### src/sv/sbpf_pkg.sv
// Shared types and constants for the servo bus packet framer.
// No dependencies; the stage modules and the top level import this package.
`default_nettype none
package sbpf_pkg;

  localparam int MaxBytes = 17;
  localparam int IdxW     = $clog2(MaxBytes);

  // Command codes
  typedef enum logic [1:0] {
    CMD_GOAL_WRITE = 2'd0,
    CMD_ACTION     = 2'd1,
    CMD_ANGLE_READ = 2'd2,
    CMD_TORQUE_EN  = 2'd3
  } cmd_e_t;

  localparam logic [7:0] SYNC_BYTE       = 8'hFF;
  localparam logic [7:0] BROADCAST_ID    = 8'd254;
  localparam logic [7:0] INSTR_READ      = 8'd2;
  localparam logic [7:0] INSTR_WRITE     = 8'd3;
  localparam logic [7:0] INSTR_REG_WRITE = 8'd4;
  localparam logic [7:0] INSTR_ACTION    = 8'd5;
  localparam logic [7:0] ADDR_GOAL_BLOCK = 8'd26;
  localparam logic [7:0] ADDR_POSITION   = 8'h24;
  localparam logic [7:0] ADDR_TORQUE_EN  = 8'h18;
  localparam logic [7:0] GOAL_LENGTH     = 8'd13;
  localparam logic [7:0] SHORT_LENGTH    = 8'd4;
  localparam logic [7:0] ACTION_LENGTH   = 8'd2;
  localparam logic [7:0] READ_COUNT      = 8'd2;

  // Index of the checksum byte for each packet kind
  localparam logic [IdxW-1:0] LAST_GOAL   = IdxW'(16);
  localparam logic [IdxW-1:0] LAST_ACTION = IdxW'(5);
  localparam logic [IdxW-1:0] LAST_SHORT  = IdxW'(7);

  // Packet image: bytes in send order, unused bytes zero
  typedef struct packed {
    logic [MaxBytes-1:0][7:0] bytes;
    logic [IdxW-1:0]          last_idx;
  } pkt_t;

endpackage
`default_nettype wire

### src/sv/sbpf_if.sv
// Channel interfaces: command items in, packet bytes out.
// Plain valid/ready handshake; no package dependency.
`default_nettype none
interface sbpf_cmd_if;
  logic       valid;
  logic       ready;
  logic [1:0] command;
  logic [7:0] servo_id;
  logic [7:0] cw_margin;
  logic [7:0] ccw_margin;
  logic [7:0] cw_slope;
  logic [7:0] ccw_slope;
  logic [9:0] goal_position;
  logic [9:0] moving_speed;
  logic [9:0] torque_limit;
  logic [7:0] torque_on;

  modport source (output valid, command, servo_id, cw_margin, ccw_margin, cw_slope,
                  ccw_slope, goal_position, moving_speed, torque_limit, torque_on,
                  input ready);
  modport sink (input valid, command, servo_id, cw_margin, ccw_margin, cw_slope,
                ccw_slope, goal_position, moving_speed, torque_limit, torque_on,
                output ready);
endinterface

interface sbpf_byte_if;
  logic       valid;
  logic       ready;
  logic [7:0] tx_byte;
  logic       last_byte;

  modport source (output valid, tx_byte, last_byte, input ready);
  modport sink (input valid, tx_byte, last_byte, output ready);
endinterface
`default_nettype wire

### src/sv/sbpf_build.sv
// Stage 1: assembles the packet image (checksum slot still zero).
// Depends on sbpf_pkg and sbpf_cmd_if.
`default_nettype none
module sbpf_build (
  input  wire logic          clk,
  input  wire logic          rst,
  sbpf_cmd_if.sink           cmd,
  output logic               valid,
  output sbpf_pkg::pkt_t     pkt,
  input  wire logic          ready
);
  import sbpf_pkg::*;

  pkt_t pkt_next;

  assign cmd.ready = !valid || ready;

  always_comb begin
    pkt_next = '0;
    pkt_next.bytes[0] = SYNC_BYTE;
    pkt_next.bytes[1] = SYNC_BYTE;
    case (cmd.command)
      CMD_GOAL_WRITE: begin
        pkt_next.bytes[2]  = cmd.servo_id;
        pkt_next.bytes[3]  = GOAL_LENGTH;
        pkt_next.bytes[4]  = INSTR_REG_WRITE;
        pkt_next.bytes[5]  = ADDR_GOAL_BLOCK;
        pkt_next.bytes[6]  = cmd.cw_margin;
        pkt_next.bytes[7]  = cmd.ccw_margin;
        pkt_next.bytes[8]  = cmd.cw_slope;
        pkt_next.bytes[9]  = cmd.ccw_slope;
        pkt_next.bytes[10] = cmd.goal_position[7:0];
        pkt_next.bytes[11] = {6'd0, cmd.goal_position[9:8]};
        pkt_next.bytes[12] = cmd.moving_speed[7:0];
        pkt_next.bytes[13] = {6'd0, cmd.moving_speed[9:8]};
        pkt_next.bytes[14] = cmd.torque_limit[7:0];
        pkt_next.bytes[15] = {6'd0, cmd.torque_limit[9:8]};
        pkt_next.last_idx  = LAST_GOAL;
      end
      CMD_ACTION: begin
        pkt_next.bytes[2] = BROADCAST_ID;
        pkt_next.bytes[3] = ACTION_LENGTH;
        pkt_next.bytes[4] = INSTR_ACTION;
        pkt_next.last_idx = LAST_ACTION;
      end
      CMD_ANGLE_READ: begin
        pkt_next.bytes[2] = cmd.servo_id;
        pkt_next.bytes[3] = SHORT_LENGTH;
        pkt_next.bytes[4] = INSTR_READ;
        pkt_next.bytes[5] = ADDR_POSITION;
        pkt_next.bytes[6] = READ_COUNT;
        pkt_next.last_idx = LAST_SHORT;
      end
      CMD_TORQUE_EN: begin
        pkt_next.bytes[2] = cmd.servo_id;
        pkt_next.bytes[3] = SHORT_LENGTH;
        pkt_next.bytes[4] = INSTR_WRITE;
        pkt_next.bytes[5] = ADDR_TORQUE_EN;
        pkt_next.bytes[6] = cmd.torque_on;
        pkt_next.last_idx = LAST_SHORT;
      end
      default: begin
        pkt_next.last_idx = LAST_SHORT;
      end
    endcase
  end

  always_ff @(posedge clk) begin
    if (rst) begin
      valid <= 1'b0;
    end else if (cmd.ready) begin
      valid <= cmd.valid;
    end
  end

  always_ff @(posedge clk) begin
    if (cmd.ready) begin
      pkt <= pkt_next;
    end
  end

endmodule
`default_nettype wire

### src/sv/sbpf_sum.sv
// Stage 2: checksum over id..last parameter, placed at the last byte.
// Depends on sbpf_pkg.
`default_nettype none
module sbpf_sum (
  input  wire logic            clk,
  input  wire logic            rst,
  input  wire logic            in_valid,
  input  wire sbpf_pkg::pkt_t  in_pkt,
  output logic                 in_ready,
  output logic                 valid,
  output sbpf_pkg::pkt_t       pkt,
  input  wire logic            ready
);
  import sbpf_pkg::*;

  logic [6:0][7:0] pair;
  logic [7:0]      total;
  pkt_t            pkt_next;

  assign in_ready = !valid || ready;

  // Unused bytes are zero, so summing bytes 2..15 is right for every kind
  always_comb begin
    for (int i = 0; i < 7; i++) begin
      pair[i] = in_pkt.bytes[2 + 2*i] + in_pkt.bytes[3 + 2*i];
    end
    total = ((pair[0] + pair[1]) + (pair[2] + pair[3])) +
            ((pair[4] + pair[5]) + pair[6]);
  end

  always_comb begin
    pkt_next = in_pkt;
    for (int k = 0; k < MaxBytes; k++) begin
      if (IdxW'(k) == in_pkt.last_idx) begin
        pkt_next.bytes[k] = ~total;
      end
    end
  end

  always_ff @(posedge clk) begin
    if (rst) begin
      valid <= 1'b0;
    end else if (in_ready) begin
      valid <= in_valid;
    end
  end

  always_ff @(posedge clk) begin
    if (in_ready) begin
      pkt <= pkt_next;
    end
  end

endmodule
`default_nettype wire

### src/sv/sbpf_ser.sv
// Stage 3: holds one finished packet and sends it a byte per cycle while tx is ready.
// Depends on sbpf_pkg and sbpf_byte_if.
`default_nettype none
module sbpf_ser (
  input  wire logic            clk,
  input  wire logic            rst,
  input  wire logic            in_valid,
  input  wire sbpf_pkg::pkt_t  in_pkt,
  output logic                 in_ready,
  sbpf_byte_if.source          tx
);
  import sbpf_pkg::*;

  logic            valid;
  pkt_t            cur;
  logic [IdxW-1:0] idx;
  logic            at_last;

  assign at_last      = (idx == cur.last_idx);
  assign tx.valid     = valid;
  assign tx.tx_byte   = cur.bytes[idx];
  assign tx.last_byte = at_last;
  // Next packet loads in the cycle the checksum byte leaves
  assign in_ready     = !valid || (tx.ready && at_last);

  always_ff @(posedge clk) begin
    if (rst) begin
      valid <= 1'b0;
      idx   <= '0;
    end else if (in_ready) begin
      valid <= in_valid;
      idx   <= '0;
    end else if (tx.ready) begin
      idx <= idx + 1'b1;
    end
  end

  always_ff @(posedge clk) begin
    if (in_ready) begin
      cur <= in_pkt;
    end
  end

endmodule
`default_nettype wire

### src/sv/servo_bus_packet_framer_top.sv
// Top level of the servo bus packet framer: build, checksum, serialize.
// Depends on sbpf_pkg, sbpf_if.sv and the three stage modules.
`default_nettype none
//
// Channel | Dir | Item                         | Handshake
// --------+-----+------------------------------+-------------------------
// cmd     | in  | one command and its fields   | valid/ready, sink
// tx      | out | one packet byte + last flag  | valid/ready, source
//
// Pipeline: three register stages (build, checksum, serializer). A command
// passes the build and checksum registers before its first byte reaches tx;
// the packet then leaves at one byte per cycle while tx is ready, 17, 6 or 8
// bytes by command. The serializer sets the sustained rate: it loads the next
// packet as the checksum byte leaves, so packets go back to back with no gap.
// Reset: rst clears the stage valid bits; payload registers are not reset.
// Stalls: each stage holds while full and blocked downstream; a stall
// on tx freezes the byte index, so nothing is dropped or repeated.
module servo_bus_packet_framer_top (
  input  wire logic clk,
  input  wire logic rst,
  sbpf_cmd_if.sink   cmd,
  sbpf_byte_if.source tx
);
  import sbpf_pkg::*;

  logic s1_valid;
  logic s1_ready;
  pkt_t s1_pkt;
  logic s2_valid;
  logic s2_ready;
  pkt_t s2_pkt;

  // Stage 1: packet image from the command fields
  sbpf_build u_build (
    .clk   (clk),
    .rst   (rst),
    .cmd   (cmd),
    .valid (s1_valid),
    .pkt   (s1_pkt),
    .ready (s1_ready)
  );

  // Stage 2: checksum tree, inserted at the packet's last byte
  sbpf_sum u_sum (
    .clk      (clk),
    .rst      (rst),
    .in_valid (s1_valid),
    .in_pkt   (s1_pkt),
    .in_ready (s1_ready),
    .valid    (s2_valid),
    .pkt      (s2_pkt),
    .ready    (s2_ready)
  );

  // Stage 3: byte serializer; its packet register is the output register
  sbpf_ser u_ser (
    .clk      (clk),
    .rst      (rst),
    .in_valid (s2_valid),
    .in_pkt   (s2_pkt),
    .in_ready (s2_ready),
    .tx       (tx)
  );

  // A packet never breaks off: after a middle byte goes, another follows
  a_no_gap: assert property (@(posedge clk) disable iff (rst)
    (tx.valid && tx.ready && !tx.last_byte) |=> tx.valid)
    else $error("packet interrupted mid-stream");

  // Every packet that follows another opens with a sync byte
  a_sync_first: assert property (@(posedge clk) disable iff (rst)
    (tx.valid && tx.ready && tx.last_byte) |=> (!tx.valid || tx.tx_byte == SYNC_BYTE))
    else $error("packet does not open with sync byte");

  // No packet that follows another is shorter than two bytes
  a_no_double_last: assert property (@(posedge clk) disable iff (rst)
    (tx.valid && tx.ready && tx.last_byte) |=> !(tx.valid && tx.last_byte))
    else $error("checksum byte repeated");

  // A full serializer that is not finishing a packet takes no new one
  a_hold_upstream: assert property (@(posedge clk) disable iff (rst)
    (tx.valid && !(tx.ready && tx.last_byte)) |-> !s2_ready)
    else $error("serializer accepted a packet while busy");

endmodule
`default_nettype wire
### src/flat_wrapper.sv
// flat-port wrapper written by rule: the top's interface ports become plain ports
module servo_bus_packet_framer_top_flat import sbpf_pkg::*;
  (clk, rst, cmd_valid, cmd_command, cmd_servo_id, cmd_cw_margin, cmd_ccw_margin, cmd_cw_slope, cmd_ccw_slope, cmd_goal_position, cmd_moving_speed, cmd_torque_limit, cmd_torque_on, cmd_ready, tx_valid, tx_tx_byte, tx_last_byte, tx_ready);
  sbpf_cmd_if cmd_i ();
  sbpf_byte_if tx_i ();
  input  wire logic clk;
  input  wire logic rst;
  input wire logic [$bits(cmd_i.valid)-1:0] cmd_valid;
  input wire logic [$bits(cmd_i.command)-1:0] cmd_command;
  input wire logic [$bits(cmd_i.servo_id)-1:0] cmd_servo_id;
  input wire logic [$bits(cmd_i.cw_margin)-1:0] cmd_cw_margin;
  input wire logic [$bits(cmd_i.ccw_margin)-1:0] cmd_ccw_margin;
  input wire logic [$bits(cmd_i.cw_slope)-1:0] cmd_cw_slope;
  input wire logic [$bits(cmd_i.ccw_slope)-1:0] cmd_ccw_slope;
  input wire logic [$bits(cmd_i.goal_position)-1:0] cmd_goal_position;
  input wire logic [$bits(cmd_i.moving_speed)-1:0] cmd_moving_speed;
  input wire logic [$bits(cmd_i.torque_limit)-1:0] cmd_torque_limit;
  input wire logic [$bits(cmd_i.torque_on)-1:0] cmd_torque_on;
  output wire logic [$bits(cmd_i.ready)-1:0] cmd_ready;
  output wire logic [$bits(tx_i.valid)-1:0] tx_valid;
  output wire logic [$bits(tx_i.tx_byte)-1:0] tx_tx_byte;
  output wire logic [$bits(tx_i.last_byte)-1:0] tx_last_byte;
  input wire logic [$bits(tx_i.ready)-1:0] tx_ready;
  assign cmd_i.valid = cmd_valid;
  assign cmd_i.command = cmd_command;
  assign cmd_i.servo_id = cmd_servo_id;
  assign cmd_i.cw_margin = cmd_cw_margin;
  assign cmd_i.ccw_margin = cmd_ccw_margin;
  assign cmd_i.cw_slope = cmd_cw_slope;
  assign cmd_i.ccw_slope = cmd_ccw_slope;
  assign cmd_i.goal_position = cmd_goal_position;
  assign cmd_i.moving_speed = cmd_moving_speed;
  assign cmd_i.torque_limit = cmd_torque_limit;
  assign cmd_i.torque_on = cmd_torque_on;
  assign cmd_ready = cmd_i.ready;
  assign tx_valid = tx_i.valid;
  assign tx_tx_byte = tx_i.tx_byte;
  assign tx_last_byte = tx_i.last_byte;
  assign tx_i.ready = tx_ready;
  servo_bus_packet_framer_top u_core (.clk(clk), .rst(rst), .cmd(cmd_i), .tx(tx_i));
endmodule
### config.mk
export PLATFORM = sky130hd
export DESIGN_NAME = servo_bus_packet_framer_top_flat
export DESIGN_NICKNAME = d
export VERILOG_FILES = /design/src/sv/sbpf_pkg.sv /design/src/sv/sbpf_if.sv /design/src/sv/sbpf_build.sv /design/src/sv/sbpf_sum.sv /design/src/sv/sbpf_ser.sv /design/src/sv/servo_bus_packet_framer_top.sv /design/src/flat_wrapper.sv
export SDC_FILE = /design/constraint.sdc
export NUM_CORES = 1
export LEC_CHECK = 0
export BUFFER_PORTS_ARGS = -buffer_cell sky130_fd_sc_hd__buf_2
export CORE_AREA = 5 5 205 207
export CTS_CLUSTER_DIAMETER = 60
export DETAILED_ROUTE_END_ITERATION = 12
export DIE_AREA = 0 0 210 212
export PLACE_DENSITY = 0.58
export SYNTH_ARGS = -nofsm -noshare
export SYNTH_HDL_FRONTEND = slang
export SYNTH_SLANG_ARGS = --single-unit
### constraint.sdc
create_clock -name clk -period 11.4 [get_ports clk]
set_input_delay 1.71 -clock clk [delete_from_list [all_inputs] [get_ports clk]]
set_output_delay 1.71 -clock clk [all_outputs]
set_load 0.02 [all_outputs]
After elaboration in Yosys (flattened, before gate mapping)
Cells that the tools add are included.
Storage, ports and cells
  bits in registers: 407
  bits of input ports: 84
  output and inout bits: 11
  logic and storage cells: 124
Operators by class
  $add $sub $neg: 14
  magnitude comparators: 1
  equality and inequality tests: 20
  muxes and demuxes: 19
  bitwise operators: 1
  reduce and logical (&&, ||, !) cells: 11
Operator list (number)
  two-way mux 8 bit: 15
  adder 8 bit: 13
  one-hot mux 24 bit (4 select lines): 1
  one-hot mux 16 bit (3 select lines): 1
  binary-select mux 8 bit (select 5 bit): 1
  == test 4 x 5 -> 1 bit, first input constant: 8
  == test 3 x 5 -> 1 bit, first input constant: 4
  one-hot mux 5 bit (3 select lines): 1
  == test 2 x 5 -> 1 bit, first input constant: 2
  NOT 8 bit: 1
  less-than comparator 5 x 6 -> 1 bit, second input constant: 1
  adder 5 x 1 -> 5 bit, second input constant: 1
  == test 1 x 5 -> 1 bit, first input constant: 1
  == test 5 bit: 1
  == test 5 bit, first input constant: 1
  logical NOT 5 bit: 1
  == test 2 bit, second input constant: 2
  OR reduction 2 bit: 2
  logical NOT 1 bit: 3
  logical OR 1 bit: 3
  == test 2 x 1 -> 1 bit, second input constant: 1
  logical NOT 2 bit: 1
  logical AND 1 bit: 1

Logic depth before layout (Yosys ltp)
  word-level depth: 6
  mapped depth: 18
  depth with buffers taken out: 18

By module
A second synthesis with hierarchy kept.
Second synthesis, totals
  cell total of the unflattened synthesis: 1289
  area, all modules: 17628.2 um2
Modules (own cells, without submodules)
  sbpf_sum: times used 1, cells each 701, area an instance 8110.3 um2, sequential area each 4254.1 um2
  sbpf_ser: times used 1, cells each 339, area an instance 5915.7 um2, sequential area each 4354.2 um2
  sbpf_build: times used 1, cells each 249, area an instance 3602.2 um2, sequential area each 2392.3 um2

Worst setup path before layout
Ideal clock, no wire load.
  path type: input -> output
  start point: input port tx_ready
  end point: output port cmd_ready
  arrival: 4.154 ns
  data required time: 9.690 ns
  slack: 5.536 ns
  stages: 3
  path buffers: 1
  path through: clkbuf_1 > a21boi_1 > nand3_1
Between the ends
  cells in the longest elaborated chain, start to end: 4
Ends and longest elaborated chain
  from (decl): line flat_wrapper.sv:23  | input wire logic [$bits(tx_i.ready)-1:0] tx_ready;
  logical AND 1 bit: line sbpf_ser.sv:24  | assign in_ready = !valid || (tx.ready && at_last);
  logical OR 1 bit: line sbpf_ser.sv:24
  logical OR 1 bit: line sbpf_sum.sv:20  | assign in_ready = !valid || ready;
  logical OR 1 bit: line sbpf_build.sv:16  | assign cmd.ready = !valid || ready;
  to (decl): line flat_wrapper.sv:19  | output wire logic [$bits(cmd_i.ready)-1:0] cmd_ready;
No other way between the ends.

==> impl_metrics.yaml <==
critical_path:
  crit_slowest_cell: "fa_1"
  crit_buf_inv: 4
  critPathCaptureType: "flip-flop"
  path_max_fanout: 6
  worstPathRequired_ps: 11620
  cp-start-kind: "flip-flop"
  path_delay_family: "adder cells"
  crit_type: "reg2reg"
  slowest_delay_ps: 560
  cp_cell_sequence: "inv_1, fa_1, inv_1, fa_1, fa_1, fa_1, inv_1, fa_1, inv_1, ha_1, fa_1, a21oi_1, nor2_1, nor2_1, o21ai_0, xnor2_1, o21ai_0"
  critPathArrivalTime_ps: 5360
  crit_path_frequent_cell: "fa_1"
routing:
  drt_iter0_markers: 362
  routed_wl_mm: 26.1
  vias_per_cell: 4.40
  drt_first_pass_iters: 6
  vias: 6594
  highest-signal-layer: "met4"
  wl_met3_mm: 1.09
  wl_met1_mm: 11.9
  drc: 0
  met2_wirelength_mm: 12.6
  wire_per_inst_um: 17.4
  ant_nets: 0
power:
  max-vdd-ir-drop_v: 0.000153
  p_comb_frac: 0.211
  p_sw_uw: 923
  power_frac_clock: 0.321
  power.share.sequential: 0.467
  p_leak_uw: 0.00638
  power_density_nw_per_um2: 209
  switching_share: 0.276
  design_power_total_uw: 3340
  internal-power_uw: 2420
clocking:
  ctsHoldBuffers: 0
  htreeDepth: 2
  clock_path_buffers: 3
  postCtsSetupBuffers: 0
  root_buffer: "clkbuf_16"
  cts_sinks: 329
  cts_tree: "done"
  clkLatencyLatePin_ps: 510
  cts_inserted_buffers: 35
  cts-resized-gates: 0
  path_clk_slew_ps: 60
finish:
  finalInstanceArea_sq_um: 16000
  final_cell_mix: "edfxtp_1, inv_1, buf_2, fa_1, and2_1"
  area.growth.synth_to_final_pct: 15.7
  fin_util: 0.398
  nets: 1100
  diodes: 0
  layout_commonest_cell: "edfxtp_1"
  drive_gt1_frac: 0.187
timing:
  slew_headroom: 0.338
  rsz0062_at_grt: "false"
  final.period_utilization: 0.452
  fin_crit_ps: 5150
  worst_pin_slew_ps: 992
  skew_ps: 11.9
  setup_tns_ps: 0
  fin_hold_ws_ps: 414
  max_freq_mhz: 194
  slew_viol_final: 0
  setup_viol: 0
  finalHoldViolCount: 0
global_routing:
  gr-usage-all-layers: 0.119
  grt_pass1_wl_mm: 40.6
  grt_pass1_vias: 7060
  gr-total-overflow: 0
  grt_max_degree: 75
  antenna_found_initial: 0
outcome:
  status: "finished clean"
placed_design:
  place_area_sq_um: 14900
  place_congestion: 0.756
  place_hpwl_mm: 18.1
  io_buffers: 94
yosys:
  synth_cells: 832
  ys_ff_latch: 329
  yosysSeqAreaShare: 0.708
  synth_edf_count: 321
  synth_cell_types: 38
  yosys_warnings: 0
  synth-main-ff-cell: "edfxtp_1"
  syn_area_per_cell_sq_um: 16.6
  async_flop_share: 0
  mappedNetlistArea_sq_um: 13800
floorplan:
  die_h_um: 212
  pin_count: 95
  initial_utilization: 0.344
  dieWidth_um: 210
  dieArea_sq_um: 44500
  core_sq_um: 40200
  num_rows: 74
min_path:
  hold_path.class: "reg2reg"
job:
  maxCapViolations: 0
-- synthesized netlist by cell type (3+ instances only) --
| cell | n | area, sq um |
|---|---|---|
| a21oi_1 | 12 | 60.1 |
| a22oi_1 | 7 | 52.6 |
| and2_1 | 54 | 338 |
| buf_2 | 5 | 25.0 |
| clkbuf_1 | 34 | 128 |
| dfxtp_1 | 8 | 160 |
| edfxtp_1 | 321 | 9640 |
| fa_1 | 56 | 1120 |
| ha_1 | 17 | 213 |
| inv_1 | 97 | 364 |
| mux2i_1 | 7 | 70.1 |
| mux4_1 | 9 | 236 |
| mux4_2 | 19 | 428 |
| nand2_1 | 44 | 165 |
| nand3_1 | 11 | 55.1 |
| nor2_1 | 37 | 139 |
| o21ai_0 | 42 | 210 |
| or3_1 | 3 | 18.8 |
| xnor2_1 | 18 | 158 |
| xor2_1 | 8 | 70.1 |
-- registers in the layout (all words and copies together) (netlist names) --
register               cells
u_core.u_build.pkt        79
u_core.u_build.valid       1
u_core.u_ser.cur         121
u_core.u_ser.idx           5
u_core.u_ser.tx.valid      1
u_core.u_sum.pkt         121
u_core.u_sum.valid         1
-- layer usage --
metal,up-vias,GRT usage
met1,3276,0.165
li1,3136,-
met4,0,0.0349
met2,147,0.196
met3,35,0.0208
met5,-,0
-- cell type report --
type | count | area, sq um
clock buffers | 41 | 941
clock inverters | 18 | 148
fillers | 3747 | 24200
inverters | 99 | 374
multi-input cells | 376 | 3550
flip-flops and latches | 329 | 9800
well taps | 532 | 666
repair buffers | 102 | 531
-- power groups by stage --
stage / clock, uW / combinational, uW / sequential [uW]
3_5_place_dp: 0 / 719 / 1590
3_3_place_gp: 0 / 709 / 1580
4_1_cts: 1110 / 725 / 1560
2_1_floorplan: 0 / 497 / 1570
6_report: 1070 / 706 / 1560
5_1_grt: 1160 / 809 / 1570
-- path summary, 6_finish.rpt --
kind         depth (start not counted)  slack (ps)             startpoint                     to
max reg2reg                         17        6250  u_core.u_build.pkt[1]   u_core.u_sum.pkt[68]
min reg2reg                          0         410  u_core.u_sum.pkt[126]  u_core.u_ser.cur[126]
min                                  0         410  u_core.u_sum.pkt[126]  u_core.u_ser.cur[126]
max                                 17        6250  u_core.u_build.pkt[1]   u_core.u_sum.pkt[68]
-- per-stage QoR --
| step | std cells | setup WS [ps] |
|---|---|---|
| after floorplan | 847 | 5540 |
| after global placement | 1438 | 6320 |
| after detailed placement | 1438 | 6230 |
| after CTS | 1497 | 6220 |
| after global routing | 1497 | 5950 |
| final | 1497 | 6250 |
-- logic make-up (layout without fill, tap and decap cells) --
| logic type | Yosys count | in the layout | share of synthesized area |
|---|---|---|---|
| flip-flops | 329 | 329 | 0.708 |
| adder cells (fa/ha/maj) | 73 | 73 | 0.0964 |
| AND/OR/NAND/NOR | 156 | 156 | 0.0550 |
| multiplexers | 35 | 35 | 0.0531 |
| XOR/XNOR | 26 | 26 | 0.0165 |
| other | 2 | 17 | 0.000543 |
| buffers and inverters | 142 | 260 | 0.0410 |
| AO/OA/AOI/OAI | 69 | 69 | 0.0294 |
Power figures use the tool's default switching activity.
